===== config.mk =====
export PLATFORM = sky130hd
export DESIGN_NAME = window_variance_classifier_unit
export DESIGN_NICKNAME = d
export VERILOG_FILES = /design/src/rtl/wvc_pkg.sv /design/src/rtl/wvc_divider.sv /design/src/rtl/wvc_datapath.sv /design/src/rtl/wvc_controller.sv /design/src/rtl/window_variance_classifier_unit.sv
export SDC_FILE = /design/constraint.sdc
export NUM_CORES = 2
export LEC_CHECK = 0
export BUFFER_PORTS_ARGS = -buffer_cell sky130_fd_sc_hd__buf_2
export CORE_MARGIN = 2
export CORE_UTILIZATION = 40
export CTS_CLUSTER_SIZE = 28
export DETAILED_ROUTE_END_ITERATION = 7
export PLACE_DENSITY = 0.62
export SYNTH_ARGS = -nofsm -noshare
export SYNTH_HDL_FRONTEND = slang
export SYNTH_SLANG_ARGS = --single-unit

===== constraint.sdc =====
create_clock -name i_clk -period 8.3 [get_ports i_clk]
set_input_delay 1.66 -clock i_clk [delete_from_list [all_inputs] [get_ports i_clk]]
set_output_delay 1.66 -clock i_clk [all_outputs]
set_load 0.005 [all_outputs]

===== src/rtl/wvc_pkg.sv =====
// ----------------------------------------------------------------------------
// wvc_pkg
// Shared types, widths and codes of the window variance classifier.
// ----------------------------------------------------------------------------
package wvc_pkg;

    localparam int WINDOW_DEFAULT = 40;

    // Field and accumulator widths.
    localparam int DIST_W  = 9;
    localparam int CNT_W   = 6;
    localparam int SUM_W   = 15;
    localparam int SQ_W    = 24;
    localparam int VLIM_W  = 16;
    localparam int MEAN_W  = 13;
    localparam int VAR_W   = 21;
    localparam int PROD_W  = 30;
    localparam int DEN_W   = 12;
    localparam int THR_W   = 28;

    // Iterative divider: dividend is sixteen times the reading sum or the deviation term.
    localparam int DIVIDEND_W = 34;
    localparam int DIVISOR_W  = 12;
    localparam int STEP_W     = $clog2(DIVIDEND_W + 1);

    localparam logic [VAR_W-1:0] VAR_SAT = {VAR_W{1'b1}};

    // Configuration port.
    localparam int CFG_IDX_W  = 2;
    localparam int CFG_DATA_W = 16;

    localparam logic [CFG_IDX_W-1:0] CFG_DIST_LIM = 2'd0;
    localparam logic [CFG_IDX_W-1:0] CFG_MAX_DROP = 2'd1;
    localparam logic [CFG_IDX_W-1:0] CFG_VAR_LIM  = 2'd2;

    localparam logic [DIST_W-1:0] DIST_LIM_RESET = 9'd50;
    localparam logic [CNT_W-1:0]  MAX_DROP_RESET = 6'd12;
    localparam logic [VLIM_W-1:0] VAR_LIM_RESET  = 16'd128;

    typedef enum logic {
        DIV_MEAN,
        DIV_VAR
    } t_div_sel;

    typedef enum logic [2:0] {
        ST_IDLE,
        ST_PROD,
        ST_DEV,
        ST_MEAN,
        ST_MEAN_WAIT,
        ST_VAR,
        ST_VAR_WAIT,
        ST_EMIT
    } t_state;

    typedef struct packed {
        logic     accum;
        logic     prod;
        logic     dev;
        logic     div_start;
        t_div_sel div_sel;
        logic     cap_mean;
        logic     cap_var;
        logic     emit;
        logic     clear;
    } t_dp_cmd;

    typedef struct packed {
        logic last;
        logic div_done;
    } t_dp_status;

endpackage


===== src/rtl/wvc_divider.sv =====
// ----------------------------------------------------------------------------
// wvc_divider
// Restoring divider that produces one quotient bit per cycle.
// ----------------------------------------------------------------------------
module wvc_divider (
    input  logic                               i_clk,
    input  logic                               i_rst_n,
    input  logic                               i_start,
    input  logic [wvc_pkg::DIVIDEND_W-1:0]     i_dividend,
    input  logic [wvc_pkg::DIVISOR_W-1:0]      i_divisor,
    output logic                               o_done,
    output logic [wvc_pkg::DIVIDEND_W-1:0]     o_quotient
);

    logic                               r_busy;
    logic                               r_done;
    logic [wvc_pkg::STEP_W-1:0]         r_cnt;
    logic [wvc_pkg::DIVISOR_W-1:0]      r_rem;
    logic [wvc_pkg::DIVISOR_W-1:0]      r_div;
    logic [wvc_pkg::DIVIDEND_W-1:0]     r_quo;

    logic [wvc_pkg::DIVISOR_W:0]        trial;
    logic [wvc_pkg::DIVISOR_W:0]        diff;
    logic                               fits;
    logic [wvc_pkg::DIVISOR_W-1:0]      n_rem;
    logic [wvc_pkg::DIVIDEND_W-1:0]     n_quo;

    always_comb begin
        trial = {r_rem, r_quo[wvc_pkg::DIVIDEND_W-1]};
        diff  = trial - {1'b0, r_div};
        fits  = (trial >= {1'b0, r_div});
        // The remainder stays below the divisor, so either choice fits its width.
        n_rem = fits ? diff[wvc_pkg::DIVISOR_W-1:0] : trial[wvc_pkg::DIVISOR_W-1:0];
        n_quo = {r_quo[wvc_pkg::DIVIDEND_W-2:0], fits};
    end

    always_ff @(posedge i_clk) begin
        if (!i_rst_n) begin
            r_busy <= 1'b0;
            r_done <= 1'b0;
            r_cnt  <= '0;
        end else begin
            r_done <= 1'b0;
            if (i_start && !r_busy) begin
                r_busy <= 1'b1;
                r_cnt  <= wvc_pkg::STEP_W'(wvc_pkg::DIVIDEND_W);
            end else if (r_busy) begin
                r_cnt <= r_cnt - 1'b1;
                if (r_cnt == wvc_pkg::STEP_W'(1)) begin
                    r_busy <= 1'b0;
                    r_done <= 1'b1;
                end
            end
        end
    end

    always_ff @(posedge i_clk) begin
        if (i_start && !r_busy) begin
            r_rem <= '0;
            r_div <= i_divisor;
            r_quo <= i_dividend;
        end else if (r_busy) begin
            r_rem <= n_rem;
            r_quo <= n_quo;
        end
    end

    assign o_done     = r_done;
    assign o_quotient = r_quo;

endmodule


===== src/rtl/wvc_datapath.sv =====
// ----------------------------------------------------------------------------
// wvc_datapath
// Configuration registers, window accumulators, statistics and result registers.
// ----------------------------------------------------------------------------
module wvc_datapath #(
    parameter int WINDOW = wvc_pkg::WINDOW_DEFAULT
) (
    input  logic                               i_clk,
    input  logic                               i_rst_n,
    input  logic                               i_cfg_valid,
    input  logic [wvc_pkg::CFG_IDX_W-1:0]      i_cfg_index,
    input  logic [wvc_pkg::CFG_DATA_W-1:0]     i_cfg_data,
    input  logic [wvc_pkg::DIST_W-1:0]         i_distance_cm,
    input  logic                               i_no_echo,
    input  wvc_pkg::t_dp_cmd                   i_cmd,
    output wvc_pkg::t_dp_status                o_status,
    output logic                               o_result_valid,
    output logic                               o_is_foam,
    output logic [wvc_pkg::CNT_W-1:0]          o_valid_count,
    output logic [wvc_pkg::CNT_W-1:0]          o_dropout_count,
    output logic [wvc_pkg::MEAN_W-1:0]         o_mean_q4,
    output logic [wvc_pkg::VAR_W-1:0]          o_variance_q4
);

    // Configuration.
    logic [wvc_pkg::DIST_W-1:0]     r_dist_limit;
    logic [wvc_pkg::CNT_W-1:0]      r_max_drop;
    logic [wvc_pkg::VLIM_W-1:0]     r_var_lim;

    // Window accumulators.
    logic [wvc_pkg::CNT_W-1:0]      r_index;
    logic [wvc_pkg::CNT_W-1:0]      r_acc;
    logic [wvc_pkg::CNT_W-1:0]      r_rej;
    logic [wvc_pkg::SUM_W-1:0]      r_sum;
    logic [wvc_pkg::SQ_W-1:0]       r_sq;

    // End-of-window statistics.
    logic [wvc_pkg::PROD_W-1:0]     r_nq;
    logic [wvc_pkg::PROD_W-1:0]     r_ss;
    logic [wvc_pkg::DEN_W-1:0]      r_den;
    logic [wvc_pkg::DIVIDEND_W-1:0] r_dev16;
    logic [wvc_pkg::THR_W-1:0]      r_thr;
    logic [wvc_pkg::MEAN_W-1:0]     r_mean;
    logic [wvc_pkg::VAR_W-1:0]      r_var;

    // Result registers.
    logic                           r_out_valid;
    logic                           r_out_foam;
    logic [wvc_pkg::CNT_W-1:0]      r_out_acc;
    logic [wvc_pkg::CNT_W-1:0]      r_out_rej;
    logic [wvc_pkg::MEAN_W-1:0]     r_out_mean;
    logic [wvc_pkg::VAR_W-1:0]      r_out_var;

    logic                           dropout;
    logic [2*wvc_pkg::DIST_W-1:0]   dist_sq;
    logic [wvc_pkg::DIVIDEND_W-1:0] div_dividend;
    logic [wvc_pkg::DIVISOR_W-1:0]  div_divisor;
    logic                           div_done;
    logic [wvc_pkg::DIVIDEND_W-1:0] div_quotient;
    logic                           foam;

    assign dropout = i_no_echo || (i_distance_cm > r_dist_limit);
    assign dist_sq = (2*wvc_pkg::DIST_W)'(i_distance_cm) * (2*wvc_pkg::DIST_W)'(i_distance_cm);

    always_ff @(posedge i_clk) begin
        if (!i_rst_n) begin
            r_dist_limit <= wvc_pkg::DIST_LIM_RESET;
            r_max_drop   <= wvc_pkg::MAX_DROP_RESET;
            r_var_lim    <= wvc_pkg::VAR_LIM_RESET;
        end else if (i_cfg_valid) begin
            unique case (i_cfg_index)
                wvc_pkg::CFG_DIST_LIM: r_dist_limit <= i_cfg_data[wvc_pkg::DIST_W-1:0];
                wvc_pkg::CFG_MAX_DROP: r_max_drop   <= i_cfg_data[wvc_pkg::CNT_W-1:0];
                wvc_pkg::CFG_VAR_LIM:  r_var_lim    <= i_cfg_data[wvc_pkg::VLIM_W-1:0];
                default: begin
                end
            endcase
        end
    end

    // No accumulator can wrap while the window holds at most 63 readings; the block does not enforce that bound.
    always_ff @(posedge i_clk) begin
        if (!i_rst_n || i_cmd.clear) begin
            r_index <= '0;
            r_acc   <= '0;
            r_rej   <= '0;
            r_sum   <= '0;
            r_sq    <= '0;
        end else if (i_cmd.accum) begin
            r_index <= r_index + 1'b1;
            if (dropout) begin
                r_rej <= r_rej + 1'b1;
            end else begin
                r_acc <= r_acc + 1'b1;
                r_sum <= r_sum + wvc_pkg::SUM_W'(i_distance_cm);
                r_sq  <= r_sq + wvc_pkg::SQ_W'(dist_sq);
            end
        end
    end

    assign o_status.last     = (r_index == wvc_pkg::CNT_W'(WINDOW - 1));
    assign o_status.div_done = div_done;

    always_ff @(posedge i_clk) begin
        if (i_cmd.prod) begin
            r_nq  <= wvc_pkg::PROD_W'(r_acc) * wvc_pkg::PROD_W'(r_sq);
            r_ss  <= wvc_pkg::PROD_W'(r_sum) * wvc_pkg::PROD_W'(r_sum);
            // With no valid reading n-1 wraps, but n itself is zero.
            r_den <= wvc_pkg::DEN_W'(r_acc) * wvc_pkg::DEN_W'(r_acc - 1'b1);
        end
        if (i_cmd.dev) begin
            r_dev16 <= (r_nq > r_ss) ? {r_nq - r_ss, 4'b0000} : '0;
            r_thr   <= wvc_pkg::THR_W'(r_var_lim) * wvc_pkg::THR_W'(r_den);
        end
        if (i_cmd.cap_mean) begin
            r_mean <= div_quotient[wvc_pkg::MEAN_W-1:0];
        end
        if (i_cmd.cap_var) begin
            r_var <= (div_quotient > wvc_pkg::DIVIDEND_W'(wvc_pkg::VAR_SAT))
                   ? wvc_pkg::VAR_SAT : div_quotient[wvc_pkg::VAR_W-1:0];
        end
    end

    always_comb begin
        if (i_cmd.div_sel == wvc_pkg::DIV_MEAN) begin
            div_dividend = wvc_pkg::DIVIDEND_W'({r_sum, 4'b0000});
            div_divisor  = wvc_pkg::DIVISOR_W'(r_acc);
        end else begin
            div_dividend = r_dev16;
            div_divisor  = r_den;
        end
    end

    wvc_divider u_divider (
        .i_clk      (i_clk),
        .i_rst_n    (i_rst_n),
        .i_start    (i_cmd.div_start),
        .i_dividend (div_dividend),
        .i_divisor  (div_divisor),
        .o_done     (div_done),
        .o_quotient (div_quotient)
    );

    // The variance test only counts with at least two valid readings.
    assign foam = (r_rej > r_max_drop)
               || ((r_acc > wvc_pkg::CNT_W'(1)) && (r_dev16 > wvc_pkg::DIVIDEND_W'(r_thr)));

    always_ff @(posedge i_clk) begin
        if (!i_rst_n) begin
            r_out_valid <= 1'b0;
        end else begin
            r_out_valid <= i_cmd.emit;
        end
    end

    always_ff @(posedge i_clk) begin
        if (i_cmd.emit) begin
            r_out_foam <= foam;
            r_out_acc  <= r_acc;
            r_out_rej  <= r_rej;
            r_out_mean <= (r_acc == '0) ? '0 : r_mean;
            r_out_var  <= (r_acc > wvc_pkg::CNT_W'(1)) ? r_var : '0;
        end
    end

    assign o_result_valid  = r_out_valid;
    assign o_is_foam       = r_out_foam;
    assign o_valid_count   = r_out_acc;
    assign o_dropout_count = r_out_rej;
    assign o_mean_q4       = r_out_mean;
    assign o_variance_q4   = r_out_var;

endmodule


===== src/rtl/wvc_controller.sv =====
// ----------------------------------------------------------------------------
// wvc_controller
// Sequences accumulation and the end-of-window statistics.
// ----------------------------------------------------------------------------
module wvc_controller (
    input  logic                    i_clk,
    input  logic                    i_rst_n,
    input  logic                    i_start,
    input  wvc_pkg::t_dp_status     i_status,
    output logic                    o_busy,
    output wvc_pkg::t_dp_cmd        o_cmd
);

    wvc_pkg::t_state r_state;
    wvc_pkg::t_state n_state;

    always_ff @(posedge i_clk) begin
        if (!i_rst_n) begin
            r_state <= wvc_pkg::ST_IDLE;
        end else begin
            r_state <= n_state;
        end
    end

    always_comb begin
        n_state       = r_state;
        o_cmd         = '0;
        o_cmd.div_sel = wvc_pkg::DIV_MEAN;
        o_busy        = 1'b1;
        unique case (r_state)
            wvc_pkg::ST_IDLE: begin
                o_busy = 1'b0;
                if (i_start) begin
                    o_cmd.accum = 1'b1;
                    if (i_status.last) begin
                        n_state = wvc_pkg::ST_PROD;
                    end
                end
            end
            wvc_pkg::ST_PROD: begin
                o_cmd.prod = 1'b1;
                n_state    = wvc_pkg::ST_DEV;
            end
            wvc_pkg::ST_DEV: begin
                o_cmd.dev = 1'b1;
                n_state   = wvc_pkg::ST_MEAN;
            end
            wvc_pkg::ST_MEAN: begin
                o_cmd.div_start = 1'b1;
                n_state         = wvc_pkg::ST_MEAN_WAIT;
            end
            wvc_pkg::ST_MEAN_WAIT: begin
                if (i_status.div_done) begin
                    o_cmd.cap_mean = 1'b1;
                    n_state        = wvc_pkg::ST_VAR;
                end
            end
            wvc_pkg::ST_VAR: begin
                o_cmd.div_start = 1'b1;
                o_cmd.div_sel   = wvc_pkg::DIV_VAR;
                n_state         = wvc_pkg::ST_VAR_WAIT;
            end
            wvc_pkg::ST_VAR_WAIT: begin
                o_cmd.div_sel = wvc_pkg::DIV_VAR;
                if (i_status.div_done) begin
                    o_cmd.cap_var = 1'b1;
                    n_state       = wvc_pkg::ST_EMIT;
                end
            end
            wvc_pkg::ST_EMIT: begin
                o_cmd.emit  = 1'b1;
                o_cmd.clear = 1'b1;
                n_state     = wvc_pkg::ST_IDLE;
            end
            default: begin
                n_state = wvc_pkg::ST_IDLE;
            end
        endcase
    end

endmodule


===== src/rtl/window_variance_classifier_unit.sv =====
// ----------------------------------------------------------------------------
// window_variance_classifier_unit
// Range readings in, one mean/variance/class result per window out.
// ----------------------------------------------------------------------------
// Each reading is taken in the cycle that start is high while idle; busy stays low between readings.
// After the last reading of a window, busy stays high through the product and
// deviation states, then two 34-step divisions (mean, variance) on one shared
// one-bit-per-cycle divider, then the result state. The result strobe is high
// for one cycle, the first cycle busy is low again; it cannot be stalled.
// Synchronous reset clears the window and restores the register defaults.
module window_variance_classifier_unit #(
    parameter int WINDOW = wvc_pkg::WINDOW_DEFAULT
) (
    input  logic                               i_clk,
    input  logic                               i_rst_n,
    input  logic                               start,
    output logic                               busy,
    input  logic [wvc_pkg::DIST_W-1:0]         i_distance_cm,
    input  logic                               i_no_echo,
    input  logic                               i_cfg_valid,
    output logic                               o_cfg_ready,
    input  logic [wvc_pkg::CFG_IDX_W-1:0]      i_cfg_index,
    input  logic [wvc_pkg::CFG_DATA_W-1:0]     i_cfg_data,
    output logic                               o_result_valid,
    output logic                               o_is_foam,
    output logic [wvc_pkg::CNT_W-1:0]          o_valid_count,
    output logic [wvc_pkg::CNT_W-1:0]          o_dropout_count,
    output logic [wvc_pkg::MEAN_W-1:0]         o_mean_q4,
    output logic [wvc_pkg::VAR_W-1:0]          o_variance_q4
);

    wvc_pkg::t_dp_cmd    cmd;
    wvc_pkg::t_dp_status status;

    assign o_cfg_ready = 1'b1;

    wvc_controller u_controller (
        .i_clk    (i_clk),
        .i_rst_n  (i_rst_n),
        .i_start  (start),
        .i_status (status),
        .o_busy   (busy),
        .o_cmd    (cmd)
    );

    wvc_datapath #(
        .WINDOW (WINDOW)
    ) u_datapath (
        .i_clk           (i_clk),
        .i_rst_n         (i_rst_n),
        .i_cfg_valid     (i_cfg_valid),
        .i_cfg_index     (i_cfg_index),
        .i_cfg_data      (i_cfg_data),
        .i_distance_cm   (i_distance_cm),
        .i_no_echo       (i_no_echo),
        .i_cmd           (cmd),
        .o_status        (status),
        .o_result_valid  (o_result_valid),
        .o_is_foam       (o_is_foam),
        .o_valid_count   (o_valid_count),
        .o_dropout_count (o_dropout_count),
        .o_mean_q4       (o_mean_q4),
        .o_variance_q4   (o_variance_q4)
    );

endmodule


==> results.cfg <==
[status]
outcome = finished clean

[clock_tree]
h-tree-depth = 2
cts_resized = 0
post-cts-setup-buffers = 0
cts-hold-fix-buffers = 0
cts.sinks = 366
cts_buffers = 43
insertion_delay_ps = 620
clock_path_buffers = 3
clk_pin_slew_worst_paths_ps = 60
clock-root-buffer = clkbuf_16
cts_tree = yes

[detailed_routing]
routed_wl_um = 85400
drcViolationCount = 0
via_per_inst = 5.03
wl_per_cell_um = 16.8
dr.pass1.iters = 6
num_vias = 25600
drt-initial-drc-count = 1894
antenna_left = 0

[worst_setup_path]
cp_max_fo = 17
crit_chain = inv_1 -> nor2_1 -> fa_1 -> inv_1 -> fa_1 -> inv_1 -> fa_1 -> fa_1 -> fa_1 -> inv_1 -> fa_1 -> inv_1 -> ha_1 -> and3_4 -> and3_1 -> o21a_1 -> o41ai_2 -> nor2_1 -> a311o_1 -> a211o_1 -> a21oi_2 -> xnor2_1
slowest_delay_ps = 820
r2r_slack_ps = 1210
end_kind = flip-flop
worstRegToRegCells = 22
r2r_start = u_datapath.r_sum[3]$_SDFFE_PP0P_
crit_top_cell = fa_1
worstPathRequired_ps = 8670
reg2reg_to = u_datapath.r_ss[29]$_DFFE_PP_
path_class = flip-flop to flip-flop
slowest_stage = dfxtp_1
arrival_ps = 7460
startpoint_type = flip-flop

[sta]
max_freq_mhz = 141
fin_crit_sh = 0.854
worstMarginPinSlew_ps = 1080
finalSetupTns_ps = 0
fin_crit_ps = 7090
rsz0062_at_grt = no
hold_viol_final = 0
fin_hold_ws_ps = 477
slew_headroom = 0.280
clock_skew_ps = 35.7
setup_violations = 0
slew_violations = 0

[floorplan]
rows = 110
ioPinCount = 82
fp.dieW_um = 306
die_h_um = 306
coreArea_um2 = 90300
initial_core_util = 0.405
die_area_um2 = 93800

[layout]
antenna_cells = 0
postLayoutCoreUtil = 0.440
syn2layout_area_growth_pct = 8.63
drive_above_1_share = 0.0564
nets = 4711

[grt]
antenna_found_initial = 1
overflow = 0
grt_pass1_wl_um = 140000
grt_pass1_vias = 25800
grt_max_degree = 60
grt_use_total = 0.187

[yosys]
ys_ff_latch = 366
synth.cell_area_um2 = 36600
yosysSeqAreaShare = 0.270
synthCells = 3869
yosys_warnings = 0
synth_ff_type = edfxtp_1
synth-edff-count = 254
yosysUniqueCellTypes = 71
synth-async-reset-ratio = 0
syn-mean-instance-area_um2 = 9.45

[pwr]
switching_share = 0.353
p_comb_frac = 0.322
vdd_drop_max_mv = 0.133
p_int_mw = 4.28
clkPwrFrac = 0.327
pwr-share-seq = 0.351
p_total_mw = 6.61
power_density_nw_per_um2 = 166
p_leak_nw = 19.3
power.net_switching_mw = 2.33

[worst_hold_path]
hp-start = u_datapath.u_divider.r_cnt[5]$_SDFFE_PN0P_
hold_path_depth = 1
hold_class = flip-flop to flip-flop
min_to = u_datapath.u_divider.r_cnt[5]$_SDFFE_PN0P_

[place]
numPortBuffers = 80
gp_congestion = 0.883
dp_hpwl_um = 66700

[flow_run]
max_cap_viol_count = 0
[power by group through the flow]
| stage | sequential, mW | clock [mW] | combinational, mW |
|---|---|---|---|
| 3_3_place_gp | 2.35 | 0 | 2.10 |
| 6_report | 2.32 | 2.16 | 2.13 |
| 3_5_place_dp | 2.36 | 0 | 2.11 |
| 4_1_cts | 2.32 | 2.21 | 2.13 |
| 2_1_floorplan | 2.24 | 0 | 1.63 |
| 5_1_grt | 2.33 | 2.28 | 2.40 |
[state kept, by name, summed over array words and instances, names as in the netlist, 15 cells and up]
signal	cells
u_datapath.r_var	21
u_datapath.r_thr	27
u_datapath.r_nq	30
u_datapath.o_variance_q4	21
u_datapath.r_var_lim	16
u_datapath.r_ss	29
u_datapath.r_sq	24
u_datapath.r_dev16	30
u_datapath.r_sum	15
u_datapath.u_divider.o_quotient	34
[cell usage in the layout (no fill, tap or decap), drive strengths merged, types with 101 or more instances in the layout]
cell type / instances
xnor2: 108
dfxtp: 112
and2: 221
ha: 368
fa: 426
buf: 101
inv: 700
a21oi: 182
nand2: 513
edfxtp: 254
nor2: 210
[worst max path at each step]
stage / depth (start not counted) / endpoint / slack [ps] / from
floorplan: 23 / u_datapath.r_ss[29]$_DFFE_PP_ / 1850 / u_datapath.r_sum[12]$_SDFFE_PP0P_
global placement: 22 / u_datapath.r_ss[29]$_DFFE_PP_ / 1340 / u_datapath.r_sum[3]$_SDFFE_PP0P_
detailed placement: 22 / u_datapath.r_ss[29]$_DFFE_PP_ / 1260 / u_datapath.r_sum[3]$_SDFFE_PP0P_
CTS: 22 / u_datapath.r_ss[29]$_DFFE_PP_ / 1250 / u_datapath.r_sum[3]$_SDFFE_PP0P_
global route: 22 / u_datapath.r_ss[29]$_DFFE_PP_ / 890 / u_datapath.r_sum[3]$_SDFFE_PP0P_
finish: 22 / u_datapath.r_ss[29]$_DFFE_PP_ / 1210 / u_datapath.r_sum[3]$_SDFFE_PP0P_
[metal layers]
layer / GRT usage / routed length, µm / up-vias
met1: 0.255 / 39000 / 12700
met5: 0 / 0 / -
met3: 0.0184 / 3170 / 97
li1: - / - / 12400
met2: 0.319 / 41600 / 457
met4: 0.0435 / 1680 / 0
[cell type report]
cell class	instances	area, µm²
clock buffer	50	1120
clock inverter	30	467
fill	8711	50600
inverter	697	2620
multi-input combinational	2676	23600
sequential	366	9870
tap	1176	1470
timing repair buffer	101	558
[logic make-up after synthesis]
logic type	count (synthesis)	synth area share
AOI/OAI and AO/OA	508	0.0878
xor gates and xnor gates	166	0.0398
adders and majority gates	794	0.359
buffers and inverters	830	0.0856
DFF	366	0.270
muxes	22	0.00609
other	2	0.000205
and+or+nand+nor	1181	0.151
[per-stage QoR]
step | setup WS, ps | instance area, µm² | cells
2_1_floorplan | 1850 | 36600 | 3872
3_3_place_gp | 1340 | 38100 | 5016
3_5_place_dp | 1260 | 38100 | 5016
4_1_cts | 1250 | 39700 | 5096
5_1_grt | 890 | 39700 | 5096
6_report | 1210 | 39700 | 5096
[worst max-delay path, delay by kind of cell, from the launching register on]
kind / cells / cell delay [ps]
AOI/OAI and AO/OA: 5 / 1490
buffers and inverters: 5 / 540
xor gates and xnor gates: 1 / 70
and+or+nand+nor: 4 / 710
DFF: 1 / 820
adders and majority gates: 7 / 3190
[cells in the mapped netlist, types with 32 or more instances]
library cell / count / share of area
inv_1: 695 / 0.071
nand2_1: 513 / 0.053
fa_1: 426 / 0.23
ha_1: 368 / 0.13
edfxtp_1: 254 / 0.21
and2_1: 221 / 0.038
nor2_1: 210 / 0.022
a21oi_1: 180 / 0.025
clkbuf_1: 118 / 0.012
dfxtp_1: 112 / 0.061
xnor2_1: 108 / 0.026
o21ai_0: 80 / 0.011
a21o_1: 74 / 0.015
xor2_1: 58 / 0.014
nand3_1: 43 / 0.0059
nand2b_1: 33 / 0.0056
nor2b_1: 32 / 0.0055
(Power assumes the default switching activity.)
